===== config.mk =====
export PLATFORM = sky130hd
export DESIGN_NAME = integer_to_radix_ascii_core
export DESIGN_NICKNAME = d
export VERILOG_FILES = /design/src/rtl/itra_pkg.sv /design/src/rtl/integer_to_radix_ascii_core.sv
export SDC_FILE = /design/constraint.sdc
export NUM_CORES = 1
export LEC_CHECK = 0
export ABC_AREA = 1
export BUFFER_PORTS_ARGS = -buffer_cell sky130_fd_sc_hd__buf_2
export CORE_UTILIZATION = 52
export DETAILED_ROUTE_END_ITERATION = 10
export HOLD_SLACK_MARGIN = 0.03
export PLACE_DENSITY = 0.72
export SLEW_MARGIN = 10
export SYNTH_ARGS = -nofsm -noshare
export SYNTH_HDL_FRONTEND = slang
export SYNTH_SLANG_ARGS = --single-unit

===== constraint.sdc =====
create_clock -name clk -period 5.6 [get_ports clk]
set_input_delay 0.56 -clock clk [delete_from_list [all_inputs] [get_ports clk]]
set_output_delay 0.56 -clock clk [all_outputs]
set_load 0.05 [all_outputs]

===== src/rtl/itra_pkg.sv =====
// itra_pkg: shared constants and a helper for the integer to radix ascii core
// no dependencies; used by integer_to_radix_ascii_core

package itra_pkg;

	localparam int VALUE_WIDTH = 64;
	localparam int BIT_CNT_W   = $clog2(VALUE_WIDTH);
	localparam int DIGIT_DEPTH = 64;
	localparam int DIGIT_AW    = $clog2(DIGIT_DEPTH);

	localparam logic [5:0] RADIX_MIN  = 6'd2;
	localparam logic [5:0] RADIX_MAX  = 6'd36;
	localparam logic [7:0] MINUS_CHAR = 8'h2d;
	localparam logic [7:0] ZERO_CHAR  = 8'h30;
	localparam logic [7:0] ALPHA_CHAR = 8'h61;

	// digit value to ascii, lower-case letters from ten to 35; larger values give the zero character
	function automatic logic [7:0] digit_char(input logic [5:0] d);
		logic [7:0] c;
		if (d < 6'd10) begin
			c = ZERO_CHAR + {2'b00, d};
		end else if (d < RADIX_MAX) begin
			c = ALPHA_CHAR + {2'b00, d} - 8'd10;
		end else begin
			c = ZERO_CHAR;
		end
		return c;
	endfunction

endpackage


===== src/rtl/integer_to_radix_ascii_core.sv =====
// integer_to_radix_ascii_core: converts one integer per request into ascii digits
// depends on itra_pkg for widths, character codes and the digit lookup
//
//  channel | signals                                   | direction
//  --------+-------------------------------------------+----------
//  in      | in_valid, in_ready, number, radix,        | into core
//          | is_signed                                 |
//  out     | out_valid, out_ready, character, last,    | out of core
//          | char_count, bad_radix                     |
//
// each digit comes from a full division of the working value by the base in the shared
// restoring compare/subtract unit, one quotient bit per cycle
// emission then reads the digit store and loads each character in turn, after a
// sign for a negative value; a bad base gives its single error result directly
// arst_n clears all control state; the digit store has no reset
// a new request is taken only when the core is idle; a stalled output holds
// the sequencer until out_ready

module integer_to_radix_ascii_core (
	input  logic                                 clk,
	input  logic                                 arst_n,
	input  logic                                 in_valid,
	output logic                                 in_ready,
	input  logic [itra_pkg::VALUE_WIDTH-1:0]     number,
	input  logic [5:0]                           radix,
	input  logic                                 is_signed,
	output logic                                 out_valid,
	input  logic                                 out_ready,
	output logic [7:0]                           character,
	output logic                                 last,
	output logic [6:0]                           char_count,
	output logic                                 bad_radix
);

	localparam int VW = itra_pkg::VALUE_WIDTH;
	localparam int CW = itra_pkg::BIT_CNT_W;
	localparam int AW = itra_pkg::DIGIT_AW;

	localparam logic [2:0] ST_IDLE = 3'd0;
	localparam logic [2:0] ST_DIV  = 3'd1;
	localparam logic [2:0] ST_BAD  = 3'd2;
	localparam logic [2:0] ST_SIGN = 3'd3;
	localparam logic [2:0] ST_RD   = 3'd4;
	localparam logic [2:0] ST_EMIT = 3'd5;

	logic [2:0]    state_q;
	logic [VW-1:0] work_q;
	logic [5:0]    rem_q;
	logic [5:0]    radix_q;
	logic          neg_q;
	logic [CW-1:0] bit_cnt_q;
	logic [6:0]    total_q;
	logic [AW-1:0] idx_q;
	logic [6:0]    sent_q;

	logic [5:0]    digit_store [itra_pkg::DIGIT_DEPTH];
	logic [5:0]    rd_data_q;

	logic          out_valid_q;
	logic [7:0]    char_q;
	logic          last_q;
	logic [6:0]    count_q;
	logic          bad_q;

	logic          accept;
	logic          out_free;
	logic          out_load;
	logic          bad_in;
	logic          neg_in;
	logic [VW-1:0] num_in;
	logic [6:0]    trial;
	logic          ge;
	logic [5:0]    rem_next;
	logic [VW-1:0] work_next;
	logic          div_last_bit;
	logic          digits_done;
	logic          emit_last;
	logic [6:0]    char_total;

	assign in_ready = (state_q == ST_IDLE);
	assign accept   = in_valid && in_ready;
	assign out_free = !out_valid_q || out_ready;
	assign out_load = out_free &&
		((state_q == ST_BAD) || (state_q == ST_SIGN) || (state_q == ST_EMIT));

	assign num_in = number[VW-1:0];
	assign bad_in = (radix < itra_pkg::RADIX_MIN) || (radix > itra_pkg::RADIX_MAX);
	assign neg_in = is_signed && num_in[VW-1];

	// shared restoring divide step: one quotient bit per cycle
	assign trial     = {rem_q, work_q[VW-1]};
	assign ge        = (trial >= {1'b0, radix_q});
	assign rem_next  = ge ? 6'(trial - {1'b0, radix_q}) : trial[5:0];
	assign work_next = {work_q[VW-2:0], ge};

	assign div_last_bit = (bit_cnt_q == CW'(VW - 1));
	assign digits_done  = (work_next == '0) || (total_q == 7'(itra_pkg::DIGIT_DEPTH - 1));

	assign char_total = total_q + {6'd0, neg_q};
	// output is cut at DIGIT_DEPTH characters when a sign pushes past it
	assign emit_last  = (idx_q == '0) || (sent_q == 7'(itra_pkg::DIGIT_DEPTH - 1));

	always_ff @(posedge clk or negedge arst_n) begin
		if (!arst_n) begin
			state_q     <= ST_IDLE;
			out_valid_q <= 1'b0;
			bit_cnt_q   <= '0;
			total_q     <= '0;
			idx_q       <= '0;
			sent_q      <= '0;
			neg_q       <= 1'b0;
			work_q      <= '0;
			rem_q       <= '0;
			radix_q     <= '0;
		end else begin
			if (out_load) begin
				out_valid_q <= 1'b1;
			end else if (out_ready) begin
				out_valid_q <= 1'b0;
			end
			case (state_q)
				ST_IDLE: begin
					if (accept) begin
						radix_q   <= radix;
						neg_q     <= neg_in;
						work_q    <= neg_in ? (~num_in + VW'(1)) : num_in;
						rem_q     <= '0;
						bit_cnt_q <= '0;
						total_q   <= '0;
						sent_q    <= '0;
						state_q   <= bad_in ? ST_BAD : ST_DIV;
					end
				end
				ST_DIV: begin
					bit_cnt_q <= bit_cnt_q + CW'(1);
					if (div_last_bit) begin
						total_q <= total_q + 7'd1;
						rem_q   <= '0;
						work_q  <= work_next;
						idx_q   <= total_q[AW-1:0];
						if (digits_done) begin
							state_q <= neg_q ? ST_SIGN : ST_RD;
						end
					end else begin
						rem_q  <= rem_next;
						work_q <= work_next;
					end
				end
				ST_BAD: begin
					if (out_free) begin
						state_q <= ST_IDLE;
					end
				end
				ST_SIGN: begin
					if (out_free) begin
						sent_q  <= 7'd1;
						state_q <= ST_RD;
					end
				end
				ST_RD: begin
					state_q <= ST_EMIT;
				end
				ST_EMIT: begin
					if (out_free) begin
						sent_q  <= sent_q + 7'd1;
						idx_q   <= idx_q - AW'(1);
						state_q <= emit_last ? ST_IDLE : ST_RD;
					end
				end
				default: begin
					state_q <= ST_IDLE;
				end
			endcase
		end
	end

	// digit store and its registered read port
	always_ff @(posedge clk) begin
		if (state_q == ST_DIV && div_last_bit) begin
			digit_store[total_q[AW-1:0]] <= rem_next;
		end
		rd_data_q <= digit_store[idx_q];
	end

	// output payload register
	always_ff @(posedge clk) begin
		case (state_q)
			ST_BAD: begin
				if (out_free) begin
					char_q  <= 8'd0;
					last_q  <= 1'b1;
					count_q <= 7'd0;
					bad_q   <= 1'b1;
				end
			end
			ST_SIGN: begin
				if (out_free) begin
					char_q  <= itra_pkg::MINUS_CHAR;
					last_q  <= 1'b0;
					count_q <= 7'd0;
					bad_q   <= 1'b0;
				end
			end
			ST_EMIT: begin
				if (out_free) begin
					char_q  <= itra_pkg::digit_char(rd_data_q);
					last_q  <= emit_last;
					count_q <= emit_last ? char_total : 7'd0;
					bad_q   <= 1'b0;
				end
			end
			default: begin
			end
		endcase
	end

	assign out_valid  = out_valid_q;
	assign character  = char_q;
	assign last       = last_q;
	assign char_count = count_q;
	assign bad_radix  = bad_q;

endmodule

==> out/results.ini <==
[timing]
timing.clock.skew_ps=16.77
timing.fmax_mhz=298.7
ratio_of_final_minimum_period_to_clock_period=0.5979
slew-limit-headroom=0.2660
finalSetupViolations=0
slew_viol_final=0
setup_repair_after_global_routing_missed_its_margin=false
totalNegativeSetupSlack_ps=0
report.final.hold_viol_count=0
worstMarginPinSlew_ps=1091
postLayoutSetupSlackWorst_ps=2252
period_needed_ps=3348

[floorplanning]
die_ar_mm2=0.04838
dieWidth_um=220.0
coreArea_mm2=0.04675
initial_utilization=0.5284
top_level_i_o_count=94
vertical_die_dimension_um=220.0
rows=79

[cells_and_area]
final_nets=2737
post_layout_nonfiller_instances=3292
layout-area-overhead-vs-synth_pct=9.400
drive_above_1_share=0.09575
final.fill_count=3995
fin_util=0.5781

[routing]
route.antenna.remaining_nets=0
avgRoutedWirePerCell_um=20.24
initialDrtViolationCount=2058
route.final.wire_length_um=66630
route.vias.total=19040
detailedRoute.firstPassIterationCount=11
drc_errors=2
vias_per_cell=5.783

[worst_setup_path]
worst-endpoint-required_ps=5790
critical_path_buf_inv_count=0
setup.worst_path.start_class=flip-flop
worstRegToRegCells=4
cp-end-kind=flip-flop
critical-path-slowest-cell=sky130_fd_sc_hd__nor4_1
critPathMaxStageDelay_ps=980
timing.critical_path.cells=nand3_4 > nor2_1 > nand3_1 > nor4_1
critPathTopFamily=simple AND/OR/NAND/NOR gates
r2r_setup_slk_ps=2250
worst_ep_arrival_time_ps=3530
worst-setup-path-type=reg -> reg
rr_startpoint=state_q[0]
path_max_fanout=63
crit-reg2reg-capture=digit_store[6][3]

[placement]
pre_cts_slack_ps=2332
hpwl_um=43880
routability_congestion=0.9405
placed_cells_incl_taps=3198
numPortBuffers=93

[global_routing]
grt.overflow.total=0
number_of_antenna_violations_at_the_first_check_in_global_routing=1
grt_util_all_layers=0.2766
grt_pass1_vias=18150
maximum_number_of_pins_on_one_net_before_global_route_repair=100
first_pass_grt_wire_length_um=102700

[yosys]
post-synth-top-count-cell=sky130_fd_sc_hd__nand2_1
syn_area_per_cell_um2=9.495
synth_top_area_cell=sky130_fd_sc_hd__edfxtp_1
ys.flop_type=sky130_fd_sc_hd__edfxtp_1
netlist_top_cells_area=sky130_fd_sc_hd__edfxtp_1 (49%), sky130_fd_sc_hd__dfrtp_1 (11%), sky130_fd_sc_hd__nand2_1 (8.8%), sky130_fd_sc_hd__nor2_1 (6.7%), sky130_fd_sc_hd__o21ai_0 (4.4%)
post_synth_instance_area_mm2=0.02470
synth.top_cell.area_share=0.4874
yosysSeqAreaShare=0.6007
netlist_top_cells_count=sky130_fd_sc_hd__nand2_1 (577), sky130_fd_sc_hd__nor2_1 (443), sky130_fd_sc_hd__edfxtp_1 (401)
postSynth.asyncResetShare=0.2082
yosys.cell_types.count=56
postSynthCellCount=2602
number_of_enable_flip_flop_cells_after_synthesis=401
syn-num-nets=2696
synthesis.yosys.warnings=0
postSynthRegisterBits=514

[clocking]
clock_tree_from_tritoncts=built
cts-root-buf=sky130_fd_sc_hd__clkbuf_16
post_cts.repair.setup_buffers=0
clock_latency_ps=580
hold_buffers=0
ctsHtreeMaxLevel=2
clock_sinks=514
cts_buffer_depth=3
tritoncts_buffer_count=50
clock_pin_slew_on_the_worst_setup_and_hold_paths_ps=60
cts_resized=0

[power]
ir_drop_v=0.0004866
power.leakage_nw=10.32
power_density_mw_per_mm2=567.9

[min_path]
min-delay-path-class=in -> async

[status]
result_of_the_run=finished, violations left
failed_checks=DRC

[run]
max_cap_violations=0

per-stage QoR:
stage                     cell area [um^2]  power, mW  hold slack, ps
after floorplan                      24700      9.956           264.4
after global placement               25420      11.91           467.2
after detailed placement             25420      12.04           469.5
after CTS                            27020      15.32           116.1
after global routing                 27030      16.13           140.6
final                                27030      15.35           64.96
cell type report:
type                            count  area, um^2  share of cell area
Clock inverter                     37       305.3             0.01130
Multi-Input combinational cell   1762        8444              0.3124
Tap cell                          607       759.5             0.02810
Inverter                          204       772.0             0.02856
Timing Repair Buffer              111       603.1             0.02231
Clock buffer                       56        1295             0.04791
Sequential cell                   514       14850              0.5493
Antenna cell                        1       2.502          0.00009259
kinds of logic after synthesis:
family | Yosys count | share of synthesized area
adders and majority gates | 19 | 0.009927
and+or+nand+nor | 1213 | 0.2011
AOI/OAI and AO/OA | 497 | 0.1181
buffers and inverters | 326 | 0.05855
DFF | 514 | 0.6007
xor gates and xnor gates | 33 | 0.01170
state kept, by name, indices dropped and copies added, names as in the netlist:
name,count
digit_store,384
work_q,64
character,8
char_count,7
sent_q,7
total_q,7
bit_cnt_q,6
idx_q,6
radix_q,6
rd_data_q,6
rem_q,6
state_q,3
bad_radix,1
last,1
neg_q,1
out_valid,1
worst max-delay path by stage:
stage,cells past startpoint,start,to
6_report,4,state_q[0],digit_store[6][3]
5_1_grt,9,rem_q[1],digit_store[15][3]
4_1_cts,4,state_q[0],digit_store[6][5]
3_5_place_dp,4,state_q[0],digit_store[6][3]
3_3_place_gp,5,state_q[2],digit_store[6][2]
2_1_floorplan,8,rem_q[1],digit_store[0][5]
worst register-to-register path, cell delays in order, from the launching register on:
cell and delay [ps]:
sky130_fd_sc_hd__dfrtp_1 510, sky130_fd_sc_hd__nand3_4 610, sky130_fd_sc_hd__nor2_1 390, sky130_fd_sc_hd__nand3_1 460, sky130_fd_sc_hd__nor4_1 980
placed cells by master, fill, tap and decap left out, types with 5 or more instances in the layout:
cell type	Yosys	final
sky130_fd_sc_hd__nand2_2	8	8
sky130_fd_sc_hd__clkinvlp_4	0	5
sky130_fd_sc_hd__o21bai_1	20	20
sky130_fd_sc_hd__edfxtp_1	401	401
sky130_fd_sc_hd__a211oi_2	8	8
sky130_fd_sc_hd__clkinv_1	0	12
sky130_fd_sc_hd__inv_1	192	188
sky130_fd_sc_hd__xor2_1	22	22
sky130_fd_sc_hd__nor3_1	12	12
sky130_fd_sc_hd__o22ai_1	125	125
sky130_fd_sc_hd__nor2_1	443	442
sky130_fd_sc_hd__o21ai_0	216	216
sky130_fd_sc_hd__a21oi_1	53	53
sky130_fd_sc_hd__nor2_4	7	7
sky130_fd_sc_hd__clkbuf_1	32	5
sky130_fd_sc_hd__o211ai_1	10	10
sky130_fd_sc_hd__buf_4	4	19
sky130_fd_sc_hd__o21ai_1	25	24
sky130_fd_sc_hd__ha_1	18	18
sky130_fd_sc_hd__o221ai_1	13	13
sky130_fd_sc_hd__clkinv_2	0	13
sky130_fd_sc_hd__clkbuf_16	0	51
sky130_fd_sc_hd__nor2_2	9	10
sky130_fd_sc_hd__dfrtp_1	107	104
sky130_fd_sc_hd__dfxtp_1	6	6
sky130_fd_sc_hd__xnor2_1	11	11
sky130_fd_sc_hd__inv_2	11	13
sky130_fd_sc_hd__buf_2	58	92
sky130_fd_sc_hd__nand4_1	25	25
sky130_fd_sc_hd__nand2_1	577	577
sky130_fd_sc_hd__nand3_1	117	117
layer usage:
metal / track usage / vias to the layer above / share of wire
met2: 0.4580 / 849 / 0.48
li1: - / 8965 / -
met3: 0.03216 / 145 / 0.071
met4: 0.1018 / 0 / 0.037
met1: 0.3752 / 9077 / 0.41
met5: 0 / - / 0
power by group:
| group | switching [mW] | leakage, nW | internal [mW] | total [mW] |
|---|---|---|---|---|
| Combinational | 4.45 | 4.52 | 1.38 | 5.82 |
| Clock | 1.44 | 0.777 | 1.86 | 3.29 |
| Sequential | 0.310 | 5.03 | 5.92 | 6.23 |
| Total | 6.20 | 10.3 | 9.15 | 15.3 |
Note: power is estimated with default switching activity, not from simulation.
